### config.mk
export PLATFORM = sky130hd
export DESIGN_NAME = iterative_dfs_traversal
export DESIGN_NICKNAME = d
export VERILOG_FILES = /design/src/design/dfs_pkg.sv /design/src/design/dfs_ram.sv /design/src/design/dfs_seq.sv /design/src/design/iterative_dfs_traversal.sv
export VERILOG_INCLUDE_DIRS = /design/src /design/src/design
export SDC_FILE = /design/constraint.sdc
export NUM_CORES = 2
export LEC_CHECK = 0
export BUFFER_PORTS_ARGS = -buffer_cell sky130_fd_sc_hd__buf_4
export CAP_MARGIN = 25
export CORE_MARGIN = 2
export CORE_UTILIZATION = 60
export DETAILED_ROUTE_END_ITERATION = 10
export PLACE_DENSITY = 0.82
export SKIP_LAST_GASP = 1
export SYNTH_ARGS = -nofsm -noshare
export SYNTH_HDL_FRONTEND = slang
export SYNTH_SLANG_ARGS = --single-unit
### constraint.sdc
create_clock -name clk -period 6.6 [get_ports clk]
set_input_delay 1.32 -clock clk [delete_from_list [all_inputs] [get_ports clk]]
set_output_delay 1.32 -clock clk [all_outputs]
set_load 0.02 [all_outputs]
### src/design/iterative_dfs_traversal_defines.svh
// assertion macros for the depth-first traversal block
`ifndef ITERATIVE_DFS_TRAVERSAL_DEFINES_SVH
`define ITERATIVE_DFS_TRAVERSAL_DEFINES_SVH

// condition that holds at every clock edge out of reset
`define DFS_ASSERT_ALWAYS(lbl, cond, msg) \
	lbl: assert property (@(posedge clk) disable iff (!arst_n) (cond)) else $error(msg);

// consequence in the same cycle
`define DFS_ASSERT_IMPL(lbl, ante, cons, msg) \
	lbl: assert property (@(posedge clk) disable iff (!arst_n) (ante) |-> (cons)) else $error(msg);

// consequence in the next cycle
`define DFS_ASSERT_NEXT(lbl, ante, cons, msg) \
	lbl: assert property (@(posedge clk) disable iff (!arst_n) (ante) |=> (cons)) else $error(msg);

`endif

### src/design/dfs_pkg.sv
// shared types, codes and microcode table of the depth-first traversal block
package dfs_pkg;

	// default sizes
	localparam int VERTEX_MAX_DEF  = 32;
	localparam int STACK_DEPTH_DEF = 64;
	localparam int EDGE_POOL_DEF   = 64;

	// fixed field widths
	localparam int KW  = 2;
	localparam int VW  = 5;
	localparam int CW  = 6;
	localparam int DW  = 32;
	localparam int PAW = 3;

	localparam logic [CW-1:0] VCOUNT_RESET = CW'(32);

	// register index
	localparam logic REG_VERTEX_COUNT = 1'b0;

	// item kinds
	localparam logic [KW-1:0] K_CLEAR = 2'd0;
	localparam logic [KW-1:0] K_ADD   = 2'd1;
	localparam logic [KW-1:0] K_START = 2'd2;

	// microprogram steps
	localparam int SW = 4;
	localparam logic [SW-1:0] S_WAIT      = 4'd0;
	localparam logic [SW-1:0] S_CHK_CLR   = 4'd1;
	localparam logic [SW-1:0] S_CHK_ADD   = 4'd2;
	localparam logic [SW-1:0] S_CHK_START = 4'd3;
	localparam logic [SW-1:0] S_START     = 4'd4;
	localparam logic [SW-1:0] S_POP_TEST  = 4'd5;
	localparam logic [SW-1:0] S_POP       = 4'd6;
	localparam logic [SW-1:0] S_LOAD      = 4'd7;
	localparam logic [SW-1:0] S_VISIT     = 4'd8;
	localparam logic [SW-1:0] S_HEAD      = 4'd9;
	localparam logic [SW-1:0] S_EDGE_RD   = 4'd10;
	localparam logic [SW-1:0] S_EDGE_USE  = 4'd11;
	localparam logic [SW-1:0] S_FINISH    = 4'd12;
	localparam logic [SW-1:0] S_CLEAR     = 4'd13;
	localparam logic [SW-1:0] S_ADD_RD    = 4'd14;
	localparam logic [SW-1:0] S_ADD_WR    = 4'd15;

	// datapath operations
	typedef enum logic [3:0] {
		OP_NONE,
		OP_LATCH,
		OP_CLEAR,
		OP_ADD_RD,
		OP_ADD_WR,
		OP_START,
		OP_POP,
		OP_LOAD,
		OP_VISIT,
		OP_HEAD,
		OP_EDGE_RD,
		OP_EDGE_USE,
		OP_FLUSH
	} dfs_op_t;

	// jump conditions
	typedef enum logic [2:0] {
		C_NEXT,
		C_ALWAYS,
		C_IS_CLEAR,
		C_ADD_OK,
		C_NO_START,
		C_STACK_EMPTY,
		C_LINK_ZERO
	} dfs_cond_t;

	typedef struct packed {
		dfs_op_t        op;
		dfs_cond_t      cond;
		logic [SW-1:0]  target;
	} dfs_uword_t;

	typedef struct packed {
		logic is_clear;
		logic add_ok;
		logic start_ok;
		logic stack_empty;
		logic link_zero;
		logic hold;
	} dfs_flags_t;

	// control store
	function automatic dfs_uword_t dfs_ucode(input logic [SW-1:0] step);
		dfs_uword_t w;
		case (step)
			S_WAIT:      w = '{OP_LATCH,    C_NEXT,        S_WAIT};
			S_CHK_CLR:   w = '{OP_NONE,     C_IS_CLEAR,    S_CLEAR};
			S_CHK_ADD:   w = '{OP_NONE,     C_ADD_OK,      S_ADD_RD};
			S_CHK_START: w = '{OP_NONE,     C_NO_START,    S_WAIT};
			S_START:     w = '{OP_START,    C_NEXT,        S_WAIT};
			S_POP_TEST:  w = '{OP_NONE,     C_STACK_EMPTY, S_FINISH};
			S_POP:       w = '{OP_POP,      C_NEXT,        S_WAIT};
			S_LOAD:      w = '{OP_LOAD,     C_NEXT,        S_WAIT};
			S_VISIT:     w = '{OP_VISIT,    C_NEXT,        S_WAIT};
			S_HEAD:      w = '{OP_HEAD,     C_NEXT,        S_WAIT};
			S_EDGE_RD:   w = '{OP_EDGE_RD,  C_LINK_ZERO,   S_POP_TEST};
			S_EDGE_USE:  w = '{OP_EDGE_USE, C_ALWAYS,      S_EDGE_RD};
			S_FINISH:    w = '{OP_FLUSH,    C_ALWAYS,      S_WAIT};
			S_CLEAR:     w = '{OP_CLEAR,    C_ALWAYS,      S_WAIT};
			S_ADD_RD:    w = '{OP_ADD_RD,   C_NEXT,        S_WAIT};
			S_ADD_WR:    w = '{OP_ADD_WR,   C_ALWAYS,      S_WAIT};
			default:     w = '{OP_LATCH,    C_ALWAYS,      S_WAIT};
		endcase
		return w;
	endfunction

endpackage

### src/design/dfs_ram.sv
// generic single-write, single-read ram with registered read data
module dfs_ram #(
	parameter int WIDTH = 8,
	parameter int DEPTH = 16
) (
	input  logic                     clk,
	input  logic                     we,
	input  logic [$clog2(DEPTH)-1:0] waddr,
	input  logic [WIDTH-1:0]         wdata,
	input  logic [$clog2(DEPTH)-1:0] raddr,
	output logic [WIDTH-1:0]         rdata
);

	logic [WIDTH-1:0] mem [DEPTH];

	// write port and registered read port
	always_ff @(posedge clk) begin
		if (we) begin
			mem[waddr] <= wdata;
		end
		rdata <= mem[raddr];
	end

endmodule

### src/design/dfs_seq.sv
// microprogram sequencer: step counter, control store and conditional jumps
module dfs_seq (
	input  logic               clk,
	input  logic               arst_n,
	input  dfs_pkg::dfs_flags_t flags,
	output dfs_pkg::dfs_uword_t uw
);
	import dfs_pkg::*;

	logic [SW-1:0] step_q;
	logic          take_jump;

	assign uw = dfs_ucode(step_q);

	// jump condition select
	always_comb begin
		case (uw.cond)
			C_NEXT:        take_jump = 1'b0;
			C_ALWAYS:      take_jump = 1'b1;
			C_IS_CLEAR:    take_jump = flags.is_clear;
			C_ADD_OK:      take_jump = flags.add_ok;
			C_NO_START:    take_jump = !flags.start_ok;
			C_STACK_EMPTY: take_jump = flags.stack_empty;
			C_LINK_ZERO:   take_jump = flags.link_zero;
			default:       take_jump = 1'b0;
		endcase
	end

	// step counter
	always_ff @(posedge clk or negedge arst_n) begin
		if (!arst_n) begin
			step_q <= S_WAIT;
		end else if (!flags.hold) begin
			step_q <= take_jump ? uw.target : step_q + SW'(1);
		end
	end

endmodule

### src/design/iterative_dfs_traversal.sv
// top level of the depth-first traversal block over an edge-pool graph
// one item at a time; the input is stalled outside the wait step
// a traversal pops each stack entry, visits its vertex and walks its edge list
// through the edge ram reads; output stalls can hold it
// reset: vertex_count 32, graph empty, marks clear, stack empty; rams are not cleared
`include "iterative_dfs_traversal_defines.svh"

module iterative_dfs_traversal #(
	parameter int VERTEX_MAX  = dfs_pkg::VERTEX_MAX_DEF,
	parameter int STACK_DEPTH = dfs_pkg::STACK_DEPTH_DEF,
	parameter int EDGE_POOL   = dfs_pkg::EDGE_POOL_DEF
) (
	input  logic                    clk,
	input  logic                    arst_n,
	// configuration port
	input  logic                    psel,
	input  logic                    penable,
	input  logic                    pwrite,
	input  logic [dfs_pkg::PAW-1:0] paddr,
	input  logic [dfs_pkg::DW-1:0]  pwdata,
	output logic [dfs_pkg::DW-1:0]  prdata,
	output logic                    pready,
	// input items
	input  logic                    in_valid,
	output logic                    in_stall,
	input  logic [dfs_pkg::KW-1:0]  kind,
	input  logic [dfs_pkg::VW-1:0]  src_vertex,
	input  logic [dfs_pkg::VW-1:0]  dest_vertex,
	// result items
	output logic                    out_valid,
	input  logic                    out_stall,
	output logic [dfs_pkg::VW-1:0]  visited_vertex,
	output logic                    last
);
	import dfs_pkg::*;

	localparam int VIW = $clog2(VERTEX_MAX);
	localparam int LW  = $clog2(EDGE_POOL + 1);
	localparam int EAW = $clog2(EDGE_POOL);
	localparam int SFW = $clog2(STACK_DEPTH + 1);
	localparam int SAW = $clog2(STACK_DEPTH);

	dfs_uword_t uw;
	dfs_flags_t flags;

	logic [CW-1:0]         vcount_q;
	logic [KW-1:0]         kind_q;
	logic [VW-1:0]         src_q;
	logic [VW-1:0]         dst_q;
	logic [VW-1:0]         cur_q;
	logic [LW-1:0]         link_q;
	logic [LW-1:0]         edges_q;
	logic [SFW-1:0]        fill_q;
	logic [VERTEX_MAX-1:0] seen_q;
	logic [VERTEX_MAX-1:0] head_vld_q;
	logic [VW-1:0]         pend_q;
	logic                  pend_vld_q;
	logic                  out_valid_q;
	logic [VW-1:0]         out_vertex_q;
	logic                  out_last_q;

	logic [VIW-1:0] src_idx, cur_idx, tgt_idx;
	logic           src_ok, dst_ok;
	logic           in_accept, cfg_we;
	logic           need_emit, out_busy, emit_visit, out_load;
	logic           stack_full, push_tgt;
	logic [LW-1:0]  link_dec, head_cur_link, head_src_link, edge_nxt;
	logic [SFW-1:0] fill_dec;
	logic [VW-1:0]  edge_tgt;

	logic           head_we;
	logic [VIW-1:0] head_raddr;
	logic [LW-1:0]  head_wdata, head_rdata;
	logic           edge_we;
	logic [EAW-1:0] edge_waddr, edge_raddr;
	logic [VW+LW-1:0] edge_wdata, edge_rdata;
	logic           stk_we;
	logic [SAW-1:0] stk_waddr, stk_raddr;
	logic [VW-1:0]  stk_wdata, stk_rdata;

	// sequencer
	dfs_seq u_seq (
		.clk    (clk),
		.arst_n (arst_n),
		.flags  (flags),
		.uw     (uw)
	);

	// configuration port
	assign pready = 1'b1;
	assign cfg_we = psel && penable && pwrite && (paddr[PAW-1] == REG_VERTEX_COUNT);
	assign prdata = (paddr[PAW-1] == REG_VERTEX_COUNT) ? DW'(vcount_q) : '0;

	// range checks against the effective vertex count
	assign src_idx = VIW'(src_q);
	assign cur_idx = VIW'(cur_q);
	assign src_ok  = (32'(src_q) < 32'(vcount_q)) && (32'(src_q) < VERTEX_MAX);
	assign dst_ok  = (32'(dst_q) < 32'(vcount_q)) && (32'(dst_q) < VERTEX_MAX);

	// handshake on the input side
	assign in_stall  = (uw.op != OP_LATCH);
	assign in_accept = in_valid && !in_stall;

	// ram read data decode
	assign head_cur_link = head_vld_q[cur_idx] ? head_rdata : '0;
	assign head_src_link = head_vld_q[src_idx] ? head_rdata : '0;
	assign edge_tgt      = edge_rdata[VW+LW-1:LW];
	assign edge_nxt      = edge_rdata[LW-1:0];
	assign tgt_idx       = VIW'(edge_tgt);
	assign link_dec      = link_q - LW'(1);
	assign fill_dec      = fill_q - SFW'(1);

	// stack and output conditions
	assign stack_full = (32'(fill_q) >= STACK_DEPTH);
	assign push_tgt   = (uw.op == OP_EDGE_USE) && !seen_q[tgt_idx] && !stack_full;
	assign need_emit  = !seen_q[cur_idx];
	assign out_busy   = out_valid_q && out_stall;

	// sequencer flags
	always_comb begin
		flags.is_clear    = (kind_q == K_CLEAR);
		flags.add_ok      = (kind_q == K_ADD) && src_ok && dst_ok &&
		                    (32'(edges_q) < EDGE_POOL);
		flags.start_ok    = (kind_q == K_START) && src_ok;
		flags.stack_empty = (fill_q == '0);
		flags.link_zero   = (link_q == '0);
		case (uw.op)
			OP_LATCH: flags.hold = !in_valid;
			OP_VISIT: flags.hold = need_emit && pend_vld_q && out_busy;
			OP_FLUSH: flags.hold = pend_vld_q && out_busy;
			default:  flags.hold = 1'b0;
		endcase
	end

	assign emit_visit = (uw.op == OP_VISIT) && need_emit && !flags.hold;
	assign out_load   = (emit_visit && pend_vld_q) ||
	                    ((uw.op == OP_FLUSH) && pend_vld_q && !flags.hold);

	// list head ram
	assign head_we    = (uw.op == OP_ADD_WR);
	assign head_wdata = edges_q + LW'(1);
	assign head_raddr = (uw.op == OP_ADD_RD) ? src_idx : cur_idx;

	dfs_ram #(.WIDTH(LW), .DEPTH(VERTEX_MAX)) u_head_ram (
		.clk   (clk),
		.we    (head_we),
		.waddr (src_idx),
		.wdata (head_wdata),
		.raddr (head_raddr),
		.rdata (head_rdata)
	);

	// edge pool ram: target and link
	assign edge_we    = (uw.op == OP_ADD_WR);
	assign edge_waddr = edges_q[EAW-1:0];
	assign edge_wdata = {dst_q, head_src_link};
	assign edge_raddr = link_dec[EAW-1:0];

	dfs_ram #(.WIDTH(VW + LW), .DEPTH(EDGE_POOL)) u_edge_ram (
		.clk   (clk),
		.we    (edge_we),
		.waddr (edge_waddr),
		.wdata (edge_wdata),
		.raddr (edge_raddr),
		.rdata (edge_rdata)
	);

	// walk stack ram
	assign stk_we    = (uw.op == OP_START) || push_tgt;
	assign stk_waddr = (uw.op == OP_START) ? '0 : fill_q[SAW-1:0];
	assign stk_wdata = (uw.op == OP_START) ? src_q : edge_tgt;
	assign stk_raddr = fill_dec[SAW-1:0];

	dfs_ram #(.WIDTH(VW), .DEPTH(STACK_DEPTH)) u_stack_ram (
		.clk   (clk),
		.we    (stk_we),
		.waddr (stk_waddr),
		.wdata (stk_wdata),
		.raddr (stk_raddr),
		.rdata (stk_rdata)
	);

	// control state
	always_ff @(posedge clk or negedge arst_n) begin
		if (!arst_n) begin
			vcount_q    <= VCOUNT_RESET;
			edges_q     <= '0;
			fill_q      <= '0;
			seen_q      <= '0;
			head_vld_q  <= '0;
			pend_vld_q  <= 1'b0;
			out_valid_q <= 1'b0;
		end else begin
			if (cfg_we) begin
				vcount_q <= pwdata[CW-1:0];
			end
			case (uw.op)
				OP_CLEAR: begin
					head_vld_q <= '0;
					seen_q     <= '0;
					edges_q    <= '0;
				end
				OP_ADD_WR: begin
					head_vld_q[src_idx] <= 1'b1;
					edges_q             <= edges_q + LW'(1);
				end
				OP_START: begin
					seen_q <= '0;
					fill_q <= SFW'(1);
				end
				OP_POP: begin
					fill_q <= fill_dec;
				end
				OP_VISIT: begin
					if (emit_visit) begin
						seen_q[cur_idx] <= 1'b1;
						pend_vld_q      <= 1'b1;
					end
				end
				OP_EDGE_USE: begin
					if (push_tgt) begin
						fill_q <= fill_q + SFW'(1);
					end
				end
				OP_FLUSH: begin
					if (!flags.hold) begin
						pend_vld_q <= 1'b0;
					end
				end
				default: begin
				end
			endcase
			if (out_load) begin
				out_valid_q <= 1'b1;
			end else if (out_valid_q && !out_stall) begin
				out_valid_q <= 1'b0;
			end
		end
	end

	// payload registers
	always_ff @(posedge clk) begin
		if (in_accept) begin
			kind_q <= kind;
			src_q  <= src_vertex;
			dst_q  <= dest_vertex;
		end
		if (uw.op == OP_LOAD) begin
			cur_q <= stk_rdata;
		end
		if (uw.op == OP_HEAD) begin
			link_q <= head_cur_link;
		end else if (uw.op == OP_EDGE_USE) begin
			link_q <= edge_nxt;
		end
		if (emit_visit) begin
			pend_q <= cur_q;
		end
		if (out_load) begin
			out_vertex_q <= pend_q;
			out_last_q   <= (uw.op == OP_FLUSH);
		end
	end

	assign out_valid      = out_valid_q;
	assign visited_vertex = out_vertex_q;
	assign last           = out_last_q;

	// checks
	`DFS_ASSERT_ALWAYS(a_fill_bound, 32'(fill_q) <= STACK_DEPTH, "stack fill beyond depth")
	`DFS_ASSERT_IMPL(a_pop_nonempty, uw.op == OP_POP, fill_q != '0, "pop from empty stack")
	`DFS_ASSERT_IMPL(a_wait_no_pend, uw.op == OP_LATCH, !pend_vld_q, "result left pending at wait")
	`DFS_ASSERT_NEXT(a_visit_marks, emit_visit, seen_q[$past(cur_idx)], "visited vertex not marked")

endmodule
==> out/qor.txt <==
==========================================================================================
Clk Latency, worst-skew pair                                                       0.78 ns
Site row count                                                                         114
Fraction of synthesized cell area taken by the top area cell type                   0.6937
Synth Flop Type                                                               sky130_fd_sc_hd__edfxtp_1
Combinational fraction of design power                                               0.283
Root cell of the clock tree                                                   sky130_fd_sc_hd__clkbuf_16
Total detailed-routing wirelength                                                137100 µm
Achievable frequency                                                             223.9 MHz
Maximum number of pins on one net before global-route repair                           102
Min Tclk post-route                                                               4.467 ns
Transition time of the tightest slew-check pin                                    1.014 ns
Wire length of the first global-routing pass                                     201200 µm
Delay of the slowest critical-path stage                                           0.86 ns
Average wire per cell in the routed design                                        30.28 µm
Kind of start point of the critical path                                              flop
FILL cells                                                                            5571
CTS H-tree depth                                                                         4
Type of the worst min-delay path                                              flop to flop
Vias per Instance                                                                    6.801
Peak ir drop on the vdd network                                                0.0004177 V
Endpoints failing setup                                                                  0
All-Layer GR Usage                                                                  0.2756
Switching power                                                                    8549 µW
# Max-Cap Violations                                                                     0
TritonRoute pass-1 iters                                                                 6
Setup repair after global routing missed its margin                                     no
# resized after CTS                                                                      0
CP Capture Type                                                                       flop
LEAKAGE                                                                         0.02127 µW
Post-CTS Hold Fix Bufs                                                                   0
Clock tree from TritonCTS                                                             done
Synthesized area per cell                                                        19.46 µm²
Final hold vios                                                                          0
Number of global-route vias before repair                                            30830
Antenna violations before repair                                                         9
Critical-path maximum fanout                                                            17
Die span in y                                                                     315.8 µm
Routability Congestion                                                              0.9001
Area inside the core boundary                                                  0.09657 mm²
Cell Chain, Critical Path                                                     inv_1 > ha_1 > inv_1 > mux4_2 > nand2b_1 > nand4_1 > nor3_1
Number of different library cells in the post-synthesis netlist                         70
Clock buffers created by TritonCTS                                                     143
Total power density per cell area                                             429.6 mW/mm²
Total negative setup slack                                                            0 ns
Post-route ant nets                                                                      0
Mapped cell area                                                               0.05831 mm²
Dominant cells by area after synthesis                                        sky130_fd_sc_hd__edfxtp_1 (69%), sky130_fd_sc_hd__mux4_2 (15%), sky130_fd_sc_hd__dfrtp_1 (3.8%)
Seq/Total Area, Yosys                                                               0.7405
Worst hold slack across all endpoints                                            0.4057 ns
Most used standard cells in the synthesized netlist                           sky130_fd_sc_hd__edfxtp_1 (1347), sky130_fd_sc_hd__mux4_2 (389), sky130_fd_sc_hd__nor2_1 (211)
WS Path Type                                                                  flop to flop
Number of clock sinks                                                                 1461
Clock tree skew after final layout                                              0.04167 ns
Most Frequent Cell on Critical Path                                           sky130_fd_sc_hd__inv_1
Seq cells post-synth                                                                  1461
DR vias                                                                              30790
Violation count after the first detailed-routing iteration                            4591
Area growth, synth to finish                                                        12.66%
Most instantiated library cell after synthesis                                sky130_fd_sc_hd__edfxtp_1
Initial core utilization                                                            0.6039
Multi-input logic area                                                         0.01445 mm²
Critical Path RT                                                                   6.98 ns
Sw Ratio                                                                            0.3029
Yosys warns                                                                              0
Biggest area consumer among synthesized cells                                 sky130_fd_sc_hd__edfxtp_1
Reg power frac                                                                       0.420
Die ar.                                                                        0.09970 mm²
Final-stage net count                                                                 3210
Synth async-reset ratio                                                            0.06160
Longest Clk Path Bufs                                                                    3
Slowest-stage cell, CP                                                        sky130_fd_sc_hd__nor3_1
Half-perimeter wire length after detailed placement                               76980 µm
Mapped Cells                                                                          2997
Number of buffers added for setup after CTS                                              0
Area taken by flip-flops and latches                                           0.04319 mm²
Layout cells sized above 1                                                          0.2542
Die outline width                                                                 315.8 µm
Headroom to the max-slew limit                                                      0.3216
Number of enable-type register cells in the synthesized netlist                       1347
Clock power share                                                                    0.297
Clock edge transition at the registers on the reported setup and hold paths        0.06 ns
Run status                                                                    finished clean
Count of final max-slew check failures                                                   0
Final routed DRC violation total                                                         0
P_int                                                                             19670 µW
Data arrival, critical path                                                        4.85 ns
Total I/O pin count                                                                     95
Final Cycle Share                                                                   0.6768
Number of port buffers                                                                  39
Aggregate global routing overflow                                                        0
==========================================================================================
[stage by stage]
stage	setup WS [ns]	area (µm²)	util	power [µW]	cells
global route	1.866	65690	0.6803	29010	4526
floorplan	1.454	58410	-	17120	3022
finish	2.133	65690	0.6803	28220	4527
global placement	2.055	59870	0.6200	19150	4175
CTS	2.055	64800	0.6711	28000	4445
detailed placement	2.152	60010	0.6214	19560	4186
[per-layer routing]
metal / track usage / up-vias / wire length (µm)
met4: 0.09629 / 6 / 4697
met1: 0.3685 / 16010 / 49090
met2: 0.4647 / 2021 / 70570
li1: - / 12430 / -
met3: 0.04873 / 325 / 12670
met5: 0 / - / 36
[critical path: cells and delay by family (launching register included)]
family                   cells  cell delay (ns)
AND/OR/NAND/NOR              3             2.07
flip-flops                   1             0.59
multiplexers                 1             0.55
adder cells (fa/ha/maj)      1             0.51
buffers and inverters        2             0.36
[cell usage in the layout (no fill, tap or decap), types with 7 or more instances in the layout]
cell	synthesis	routed
sky130_fd_sc_hd__a21oi_1	24	24
sky130_fd_sc_hd__a22o_1	30	30
sky130_fd_sc_hd__a311oi_1	7	7
sky130_fd_sc_hd__a31oi_1	16	16
sky130_fd_sc_hd__a32oi_1	26	26
sky130_fd_sc_hd__and2_1	14	7
sky130_fd_sc_hd__and2_2	0	7
sky130_fd_sc_hd__and3_1	9	9
sky130_fd_sc_hd__buf_12	0	13
sky130_fd_sc_hd__buf_16	0	7
sky130_fd_sc_hd__buf_4	27	125
sky130_fd_sc_hd__buf_6	0	11
sky130_fd_sc_hd__bufinv_16	0	18
sky130_fd_sc_hd__clkbuf_1	111	33
sky130_fd_sc_hd__clkbuf_16	0	147
sky130_fd_sc_hd__clkinv_1	1	16
sky130_fd_sc_hd__clkinv_2	0	19
sky130_fd_sc_hd__conb_1	2	27
sky130_fd_sc_hd__dfrtp_1	89	88
sky130_fd_sc_hd__dfxtp_1	24	24
sky130_fd_sc_hd__edfxtp_1	1347	1347
sky130_fd_sc_hd__ha_1	20	18
sky130_fd_sc_hd__inv_1	23	23
sky130_fd_sc_hd__inv_6	0	9
sky130_fd_sc_hd__mux2_2	23	22
sky130_fd_sc_hd__mux2i_1	39	37
sky130_fd_sc_hd__mux4_2	389	389
sky130_fd_sc_hd__nand2_1	189	186
sky130_fd_sc_hd__nand2b_1	7	7
sky130_fd_sc_hd__nand3_1	53	53
sky130_fd_sc_hd__nand3b_1	9	9
sky130_fd_sc_hd__nand4_1	18	18
sky130_fd_sc_hd__nor2_1	211	211
sky130_fd_sc_hd__nor2b_1	12	12
sky130_fd_sc_hd__nor3_1	52	52
sky130_fd_sc_hd__nor3b_1	8	8
sky130_fd_sc_hd__o21a_1	34	34
sky130_fd_sc_hd__o21ai_0	28	25
[flip-flops by register name (all words and copies together), names as in the netlist, 6 cells and up]
register / count
u_stack_ram.mem: 320
fill_q: 7
link_q: 7
vcount_q: 6
u_edge_ram.rdata: 12
head_vld_q: 32
u_head_ram.mem: 224
u_head_ram.rdata: 7
edges_q: 7
seen_q: 32
u_edge_ram.mem: 768
[cells by family after synthesis]
kind of cell / Yosys count / share of synthesized area
AOI/OAI and AO/OA: 210 / 0.02669
xor gates and xnor gates: 14 / 0.002103
adders and majority gates: 20 / 0.004291
buffers and inverters: 217 / 0.01607
DFF: 1461 / 0.7405
muxes: 452 / 0.1618
other: 2 / 0.0001288
and+or+nand+nor: 621 / 0.04841
[power groups by stage]
stage                     clock, µW  combinational, µW  sequential [µW]
after floorplan                   0               5290            11800
after global placement            0               7130            12000
after detailed placement          0               7510            12100
after CTS                      8450               7670            11900
after global routing           8780               8320            11900
final                          8390               7970            11900
[worst paths after layout]
kind,from,endpoint,slack [ns],depth (start not counted)
max in group asynchronous,arst_n,head_vld_q[6],4.93,2
worst min-delay path,u_stack_ram.rdata[0],cur_idx[0],0.41,0
worst max register to register,u_seq.step_q[1],u_stack_ram.mem[47][2],2.13,7
worst min register to register,u_stack_ram.rdata[0],cur_idx[0],0.41,0
worst max-delay path,u_seq.step_q[1],u_stack_ram.mem[47][2],2.13,7
min in group asynchronous,arst_n,fill_q[6],0.45,1
[layout make-up]
cell class / count / share of cell area
Sequential cell: 1461 / 0.6574
Tap cell: 1276 / 0.02430
Clock inverter: 74 / 0.01411
Timing Repair Buffer: 161 / 0.02379
Multi-Input combinational cell: 1344 / 0.2200
Inverter: 25 / 0.001428
Antenna cell: 1 / 0.00003809
Clock buffer: 185 / 0.05893
Power figures use the tool's default switching activity.
